===== src/sv/tpc_pkg.sv =====
// tpc_pkg: shared types, codes and helpers of the trie prefix counter
// no dependencies, compile first
`default_nettype none

package tpc_pkg;

    localparam int LETTER_W    = 5;
    localparam int COUNT_W     = 32;
    localparam logic [COUNT_W-1:0] COUNT_MAX = {COUNT_W{1'b1}};

    // front queue, power of two so the pointers wrap
    localparam int QUEUE_DEPTH = 2;
    localparam int QPTR_W      = $clog2(QUEUE_DEPTH);
    localparam int QCNT_W      = $clog2(QUEUE_DEPTH + 1);

    localparam logic KIND_INSERT = 1'b0;
    localparam logic KIND_QUERY  = 1'b1;

    // classified item as held in the queue
    typedef struct packed {
        logic                kind;
        logic [LETTER_W-1:0] letter;
        logic                has_letter;
        logic                bad_query;
        logic                last;
    } t_item;

    typedef struct packed {
        logic  valid;
        t_item item;
    } t_q_head;

    typedef struct packed {
        logic pop;
        logic clearing;
    } t_back_ctl;

    function automatic logic [COUNT_W-1:0] sat_inc(input logic [COUNT_W-1:0] v);
        return (v == COUNT_MAX) ? v : v + 1'b1;
    endfunction

endpackage

`default_nettype wire


===== src/sv/tpc_front.sv =====
// tpc_front: command intake, letter classification and the item queue
// depends on tpc_pkg
`default_nettype none

module tpc_front #(
    parameter int ALPHABET_SIZE = 26
) (
    input  wire logic                          i_clk,
    input  wire logic                          i_rst_n,
    input  wire logic                          start,
    output logic                               busy,
    input  wire logic                          i_kind,
    input  wire logic [tpc_pkg::LETTER_W-1:0]  i_letter,
    input  wire logic                          i_no_letter,
    input  wire logic                          i_last,
    output tpc_pkg::t_q_head                   o_head,
    input  wire tpc_pkg::t_back_ctl            i_ctl
);
    import tpc_pkg::*;

    t_item              r_q [QUEUE_DEPTH];
    logic [QPTR_W-1:0]  r_wr, r_rd;
    logic [QCNT_W-1:0]  r_cnt;
    logic               push, pop, in_range;
    t_item              item;

    assign busy     = (r_cnt == QCNT_W'(QUEUE_DEPTH)) || i_ctl.clearing;
    assign push     = start && !busy;
    assign pop      = i_ctl.pop;
    assign in_range = 32'(i_letter) < ALPHABET_SIZE;

    always_comb begin
        item.kind       = i_kind;
        item.letter     = in_range ? i_letter : '0;
        item.has_letter = !i_no_letter && in_range;
        item.bad_query  = (i_kind == KIND_QUERY) && !i_no_letter && !in_range;
        item.last       = i_last;
    end

    always_ff @(posedge i_clk) begin
        if (!i_rst_n) begin
            r_wr  <= '0;
            r_rd  <= '0;
            r_cnt <= '0;
        end else begin
            if (push) begin
                r_wr <= r_wr + 1'b1;
            end
            if (pop) begin
                r_rd <= r_rd + 1'b1;
            end
            if (push && !pop) begin
                r_cnt <= r_cnt + 1'b1;
            end else if (pop && !push) begin
                r_cnt <= r_cnt - 1'b1;
            end
        end
    end

    always_ff @(posedge i_clk) begin
        if (push) begin
            r_q[r_wr] <= item;
        end
    end

    assign o_head.valid = (r_cnt != '0);
    assign o_head.item  = r_q[r_rd];

endmodule

`default_nettype wire


===== config.mk =====
export PLATFORM = sky130hd
export DESIGN_NAME = tpc_front
export DESIGN_NICKNAME = d
export VERILOG_FILES = /design/src/sv/tpc_pkg.sv /design/src/sv/tpc_front.sv
export SDC_FILE = /design/constraint.sdc
export NUM_CORES = 1
export LEC_CHECK = 0
export ABC_AREA = 1
export BUFFER_PORTS_ARGS = -buffer_cell sky130_fd_sc_hd__buf_2
export CORE_MARGIN = 10
export CORE_UTILIZATION = 55
export DETAILED_ROUTE_END_ITERATION = 16
export GPL_TIMING_DRIVEN = 0
export PLACE_DENSITY = 0.81
export SETUP_SLACK_MARGIN = 0.5
export SLEW_MARGIN = 20
export SYNTH_ARGS = -nofsm -noshare
export SYNTH_HDL_FRONTEND = slang
export SYNTH_SLANG_ARGS = --single-unit

===== constraint.sdc =====
create_clock -name i_clk -period 3.8 [get_ports i_clk]
set_input_delay 0.38 -clock i_clk [delete_from_list [all_inputs] [get_ports i_clk]]
set_output_delay 0.38 -clock i_clk [all_outputs]
set_load 0.01 [all_outputs]

Word-level counts from Yosys, hierarchy flattened. Memories as Yosys holds them, arrays and structs flattened. A register that Yosys moved wholly into a read port is not among the register bits. Cells that the tools add are included.

$add $sub $neg: 4. $mul: 0. Div/mod/pow operators: 0. Magnitude comparators: 1. Eq/ne operators: 1. Shift-type cells: 0. Multiplexer cells: 7. Bitwise logic cells: 0. Reductions and logical operators: 14.

Operator list (count): logical AND 1 bit (6); logical NOT 1 bit (5); < comparator 5 bit, second input constant (1); two-way mux 5 bit (1); two-way mux 1 bit (4); two-way mux 2 bit (2); nonzero test 2 bit (2); adder 1 bit, second input constant (2); adder 2 x 1 -> 2 bit, second input constant (1); equality test 2 bit, second input constant (1); subtractor 2 x 1 -> 2 bit, second input constant (1); logical OR 1 bit (1).

Flip-flop bits (word level): 4. Latch bits: 0. RAM bits: 18. ROM bits: 0. Input port bits: 13. Output and inout port bits: 11. Word-level logic and storage cells: 31. Memories kept: 1.

Memory list: r_q (depth 2, width 9, rd ports 1, clocked after Yosys merged registers in 1, write ports 1, RTL line tpc_front.sv:21) `t_item r_q [QUEUE_DEPTH];`.

Logic depth before layout (Yosys ltp). Gate-level depths: netlist of the first run.

Word-level depth: 8. Depth in mapped cells: 11. Depth with buffers taken out: 11.

Worst setup path before layout of the first run. No wires, ideal clock.

Path type: input-to-reg. Start point: input i_ctl[0] in the netlist's numbering. End point: memory r_q[0][0] in the netlist's numbering, enable pin. Arrival time: 0.987 ns. Required time: 3.426 ns. Setup slack: 2.439 ns. Cell stages on the path: 3. Path buffers: 0. Cell sequence: inv_1 > nand3_4 > nor2_1.

Longest elaborated chain between the ends: 5.

Ends and longest elaborated chain: from (decl) (RTL line tpc_front.sv:17) `input wire tpc_pkg::t_back_ctl i_ctl`; logical OR 1 bit (RTL line tpc_front.sv:27) `assign busy = (r_cnt == QCNT_W'(QUEUE_DEPTH)) || i_ctl.clearing;`; logical NOT 1 bit (RTL line tpc_front.sv:28) `assign push = start && !busy;`; logical AND 1 bit (RTL line tpc_front.sv:28); two-way mux 1 bit (RTL line tpc_front.sv:61) `if (push) begin`; two-way mux 1 bit (implied by the code) (RTL line tpc_front.sv:62) `r_q[r_wr] <= item;`; to (decl) (RTL line tpc_front.sv:21).

No other way between the ends.

==> results.txt, run 1 <==
- CTS clock-pin slew for the worst setup and hold paths: around 120 ps
- Of all nets on the critical path, the largest fanout is 9.
- The tool flagged a number of max-cap violations equal to 0.
- Power per cell area: 400 nW/um2
* Synthesized area: 1040 um2
* Arrival time reported for the critical path endpoint: between 1000 and 1500 ps
- Relative to the synthesized area, the layout overhead comes to 16.8%.
* Final hold violation count: 0
- Number of remaining DRC errors: 0
- Clock tree root buffer cell: clkbuf_4
- The share of the Yosys chip area taken by registers is 61.8%.
- Leading cell type in the layout, fill and taps excluded: buf_2
- Setup TNS Final: 0 ps
- Slowest cell on crit path: dfxtp_1
- Worst vdd ir: approximately 0.23 mV
* Initial antenna violation count: 0
- TritonCTS built the clock tree.
- The signal on the critical path passes through buf_6 > mux2_4 > buf_2.
- First-pass GRT wire length: between 2000 and 3000 um
* Slew at the pin closest to its max-slew limit: 759 ps
- The detailed router finished its first iteration with 16 violations.
- At the end of routability-driven placement, the weighted congestion stood at about 0.73.
* Kind of launch point of the worst setup path: register
- The via count of the first global-routing pass is 646.
- The worst setup path is captured at a primary output.
- Global routing usage summed across all routing layers: around 8.8%
* Total number of nets in the final design: between 100 and 150
- The startpoint identified for the worst hold timing path is i_last.
* Highest-count cells in the layout ignoring fill and taps: buf_2 (23), edfxtp_1 (18), inv_1 (15)
* Pin count of the biggest net entering global routing: 14
* Crit path time final: 1640 ps
- Max Transition Viols Final: 0
- CTS built an H-tree with a depth of 1.
- Routed length per placed instance: 12.2 um
- DIE AREA: 4020 um2
- Area of the core: ~1800 um2
- The startpoint identified for the worst register-to-register timing path is r_cnt[0].
- After detailed routing, the number of vias per cell comes to 4.62.
- Fraction of layout instances using a drive strength above 1: 40.9%
- Fin Clk Skew: ~6 ps
- The first detailed-routing pass took 4 iterations.
- Synthesized area divided by synthesized cell count: 12.5 um2
* CTS Buf Count: 3
- I/O pins: 24
* Crit path largest cell delay: 340 ps
- Summed over all layers, the global routing overflow is 0.
- After synthesis, the netlist uses 18 different library cells.
- Gates resized during post-CTS repair numbered 0.
- Data required, critical path: 3420 ps
- Clock network latency to the later pin of the worst-skew pair: 300 ps
* Post-CTS setup-driven buffer insertion count: 0
- Count of synthesis-stage warnings from yosys: 0
- Number of setup violations in the final report: 0
- No sink is reached through more buffers than the 2 on the longest clock path.
- Input and output buffers added on the ports amount to 23.
* Yosys reg bits: 23
* Initial Utilization: 58.7%
- Gate count of the mapped netlist: 83
- Hpwl dp: between 1000 and 1500 um
- Measured along the y axis, the die boundary spans 63.4 um.
- The path class of the tightest hold or removal check is in2reg.
- The largest total area in the synthesized netlist belongs to edfxtp_1.
* Status: finished clean
- For this design, the CTS-stage hold fixing added 0 buffers.
* Headroom to the max-slew limit: 49.2%
- Antenna Nets Post-Route: 0
- The analysis attributes to cell leakage a power of about 0.56 nW.
* Horiz. Die Dim: 63.4 um
- The initialized floorplan defines 15 standard-cell rows.
- Unrepaired setup endpoints after global routing: false
- Mapped Nets: 97
- CTS saw 23 sinks.
* Largest cells by area after synthesis: edfxtp_1 (52%), mux2_4 (13%), dfxtp_1 (9.7%)
- Summed over all layers, the routed wires come to ~1700 um.
* WS Path Type: reg2out
* Diode insertion count for antenna repair: 0
- F_max: 0.611 GHz
* Vias after detailed routing: 624
- The worst path uses 43.1% of the clock period.
- Share of the synthesized area in the top cell type: 52.2%
* Post-Route Utilization: 68.6%
==> final cells by class <==
cell class | count | area (um2)
plain buffers | 1 | 11.3
well taps | 25 | 31.3
clock inverters | 1 | 5.00
multi-input cells | 43 | 324
inverters | 16 | 60.1
repair buffers | 23 | 115
flip-flops and latches | 23 | 641
clock buffers | 3 | 22.5
fillers | 156 | 554
==> per-stage QoR <==
step | area, um2 | power, mW | instances | hold WS, ps | setup WS, ps
2_1_floorplan | 1040 | 0.354 | 83 | 463 | 2440
3_3_place_gp | 1180 | 0.379 | 131 | 476 | 2160
3_5_place_dp | 1180 | 0.382 | 131 | 490 | 2130
4_1_cts | 1210 | 0.488 | 135 | 261 | 2150
5_1_grt | 1210 | 0.508 | 135 | 251 | 2090
6_report | 1210 | 0.484 | 135 | 266 | 2160
==> report_power, final <==
part / total (mW) / switching (mW) / internal (mW) / leakage, nW
clock network: 0.109 / 0.0701 / 0.0392 / 0.0177
registers: 0.292 / 0.00598 / 0.286 / 0.208
logic: 0.0825 / 0.0443 / 0.0383 / 0.334
==> critical path, delay by kind of cell, from the launching register on <==
kind                   cells  cell delay [ps]
multiplexers               1              310
buffers and inverters      2              300
flip-flops                 1              340
==> final timing paths <==
path | end | slack [ps] | cells after the start
max | o_head[7] | 2160 | 3
min | r_q[0][0] | 270 | 1
max reg2reg | r_q[0][8] | 2260 | 4
min reg2reg | r_rd | 510 | 2
==> cell families after synthesis <==
family | share of synthesized area, %
flip-flops | 61.8
AND/OR/NAND/NOR | 14.5
adder cells (fa/ha/maj) | 1.21
multiplexers | 13.0
AO/OA/AOI/OAI | 2.54
buffers and inverters | 6.88
==> state kept, by name, indices dropped and copies added (netlist names), named ones only <==
name	flops
r_q	18
r_cnt	2
r_rd	1
r_wr	1
==> cells in the mapped netlist, drive strengths merged <==
library cell and n:
edfxtp 18, inv 16, nand2 13, nor2 13, mux2 9, dfxtp 5
a21oi 2, nand3 2, nand4 2, buf 1, ha 1, o21ai 1
==> routing by layer <==
layer,wire (um),vias up,GRT usage [%]
met5,0,-,0
met3,112,2,3.36
met4,19,0,4.10
met1,696,277,8.79
li1,-,328,-
met2,822,17,15.6
Note: power is estimated with default switching activity, not from simulation.
==> run 2, diff against run 1 <==
--- a/config.mk
+++ b/config.mk
@@ -8,10 +8,10 @@
 export ABC_AREA = 1
 export BUFFER_PORTS_ARGS = -buffer_cell sky130_fd_sc_hd__buf_2
 export CORE_MARGIN = 10
-export CORE_UTILIZATION = 55
+export CORE_UTILIZATION = 46
 export DETAILED_ROUTE_END_ITERATION = 16
 export GPL_TIMING_DRIVEN = 0
-export PLACE_DENSITY = 0.81
+export PLACE_DENSITY = 0.73
 export SETUP_SLACK_MARGIN = 0.5
 export SLEW_MARGIN = 20
 export SYNTH_ARGS = -nofsm -noshare
==> constraint.sdc (replaced) <==
create_clock -name i_clk -period 1.3 [get_ports i_clk]
set_input_delay 0.13 -clock i_clk [delete_from_list [all_inputs] [get_ports i_clk]]
set_output_delay 0.13 -clock i_clk [all_outputs]
set_load 0.01 [all_outputs]
==> run 2 against run 1 <==
  * Via count increased by 11%
  * The flow now finishes with violations (setup timing)
  * Register-to-register slack lost 2200 ps
  * Global-route usage increased by 0.75 points
  * Sequential share of layout area fell by 8.2 points
  * Total power rose to 3.2 times the previous value
  * Largest cell class unchanged
  * Die area is 13% higher
  * Worst setup slack got worse by 2200 ps
  * Critical path depth stayed put
  * Wire length increased by 22%
  * Count of clock-buffer cells in the layout grew 1
  * Sequential cell count is the same
  * Sequential power grew to 3.0 times the previous value
==> results.txt, run 2 (synthesis gave the netlist of run 1 again) <==
* Clock network latency to the later pin of the worst-skew pair: 320 ps (+20 ps)
- The number of max-slew violations in the final report was 0 (unchanged).
* Placed Instance Area: 1210 um2 (+2.2%)
* Routed length per placed instance: 13.6 um (+11%)
- The number of violations of the max-capacitance limit is 0 (unchanged).
- Final standard cell area without fillers: 1440 um2 (+19%)
- Crit path time final: 1380 ps
* Part of the power in the clock network: 21.5% (-1.1 points)
- Share of power burned in registers: 55.0% (-5.3 points)
- Vias after detailed routing: 694 (+11%)
- CTS Buf Count: 3 (unchanged)
* Fin Clk Skew: 3.46 ps (-2.64 ps)
- Period utilisation layout: 106%
- Initial Utilization: 47.8% (-11 points)
* Antenna Nets Post-Route: 0 (unchanged)
- Internal: 1.16 mW (+220%)
- Data required, critical path: 1170 ps (-2250 ps)
- Count of standard-cell rows: 17 (+2)
* Arrival time reported for the critical path endpoint: 1250 ps (about the same)
- Final estimated routing congestion in global placement: 0.670 (-8.7%)
- The pre-CTS setup slack was -3.74 ps (-2130 ps).
* Clock tree from TritonCTS: built
- Fraction of layout instances using a drive strength above 1: 55.8% (+15 points)
- Setup TNS Final: -682 ps (-682 ps)
- Total power after layout: 1.57 mW (+220%)
- Slew at the pin closest to its max-slew limit: 241 ps (-518 ps)
* Horiz. Die Dim: 67.5 um (+6.4%)
- Number of port buffers: 23 (unchanged)
- The largest fanout of any net on the critical path is 9 (unchanged).
- CTS Buffer Depth: 2 (unchanged)
- The min-delay analysis places its worst path in the category in2reg.
- CTS clock-pin slew for the worst setup and hold paths: 120 ps (about the same)
- The leakage power total is 0.631 nW (+13%).
- The switching power is 0.407 mW (+240%).
- F_max: just over 0.7 GHz
- First-pass GRT wire length: 3250 um (+16%)
- The post-route non-filler standard cell count was 148 (+9.6%).
- Headroom to the max-slew limit: 83.9% (+35 points)
- The final hold violation count is 0 (unchanged).
* Kind of launch point of the worst setup path: register
* Setup slack of the worst register-to-register path: 80 ps (-2180 ps)
* Detail-routed via count per cell: 4.69 (+1.4%)
- Worst vdd ir: 0.713 mV (+220%)
- Total number of nets in the final design: 135 (+8.0%)
* Total congestion overflow: 0 (unchanged)
- The final routed wirelength across all metal layers was 2010 um (+22%).
* Unrepaired setup endpoints after global routing: true
- Hpwl dp: 1380 um (+5.4%)
- STA classifies the critical path endpoint as a primary output.
- The total iterations of the first detailed-routing run is 4 (unchanged).
- The initial detailed-routing violation count is 15 (-1).
* Leading registers by flop count: r_q (18), r_cnt (2)
* I/O pins: 24 (unchanged)
- DIE AREA: 4550 um2 (+13%)
* Synthesis-to-finish area growth: 39.1%
- The worst hold margin was 24.7 ps (-241 ps).
- The via count of the first global-routing pass is 728 (+13%).
- Highest-count cells in the layout ignoring fill and taps: edfxtp_1 (18), buf_6 (14), inv_1 (12), buf_2 (12), nor2_1 (11)
* Clock tree root buffer cell: clkbuf_4
- Initial antenna violation count: 0 (unchanged)
* Clk sink count: 23 (unchanged)
- The number of instances in the placed design was 134 (+2.3%).
* Vert. Die Dim: 67.5 um (+6.4%)
- The share of total power in combinational logic was 23.5% (+6.4 points).
* Diode insertion count for antenna repair: 0 (unchanged)
- Global routing usage summed across all routing layers: 9.53% (+0.75 points)
* Leading cell type in the layout, fill and taps excluded: edfxtp_1
* Pin count of the biggest net entering global routing: 13 (-1)
- Number of remaining DRC errors: 0 (unchanged)
* Power per cell area: 1090 nW/um2 (+170%)
- Area of the core: 2170 um2 (+23%)
- Number of setup violations in the final report: 9 (+9)
- The utilization of the core after routing is 66.4% (-2.1 points).
* Failing checks: setup timing
- The flow ran to the end, but the final reports show violations.
- The switching share of total power is 26.0% (+1.1 points).
- WS Path Type: reg2out
- Counting flops per register, the top entry is r_q.
- Max FFs per register: 18 (unchanged)
- The final worst-path setup slack was -81.3 ps (-2240 ps).
- H-tree depth reported by CTS: 1 (unchanged)
run 2: power by group through the flow:
stage / clock network, mW / registers, mW / logic [mW]
floorplan: 0 / 0.869 / 0.179
global placement: 0 / 0.870 / 0.251
detailed placement: 0 / 0.873 / 0.259
CTS: 0.339 / 0.863 / 0.337
global route: 0.373 / 0.868 / 0.404
finish: 0.337 / 0.864 / 0.369
run 2: worst paths after layout:
check        startpoint  cells past startpoint   endpoint
max            register                      3  o_head[3]
min              i_kind                      1  r_q[0][8]
max reg2reg    r_cnt[0]                     10   r_cnt[1]
min reg2reg        r_rd                      2   register
run 2: critical path, stage by stage, from the launching register on:
cell     delay, ps
dfxtp_2        350
buf_8          140
mux2_4         310
buf_6          120
run 2: metal layers:
layer / global-route usage (%) / vias to the layer above / part of all wire, %
li1: - / 345 / -
met1: 10.6 / 325 / 42
met2: 15.8 / 19 / 48
met3: 2.64 / 5 / 6.9
met4: 6.15 / 0 / 2.7
met5: 0 / - / 0
run 2: timing repair:
action	in CTS	in global routing
endpoints found under the setup margin	32	32
gates resized for setup	23	5
endpoints found under the hold margin	2	0
setup buffers	4	3
hold buffers	1	0
pin swaps	5	1
cloned	2	0
run 2: layout make-up:
type | instances | area, um2
timing repair inverter | 1 | 7.51
fill | 175 | 728
tap | 28 | 35.0
sequential | 23 | 646
inverter | 16 | 70.1
timing repair buffer | 31 | 270
multi-input combinational | 44 | 372
clock buffer | 4 | 26.3
buffer | 1 | 15.0
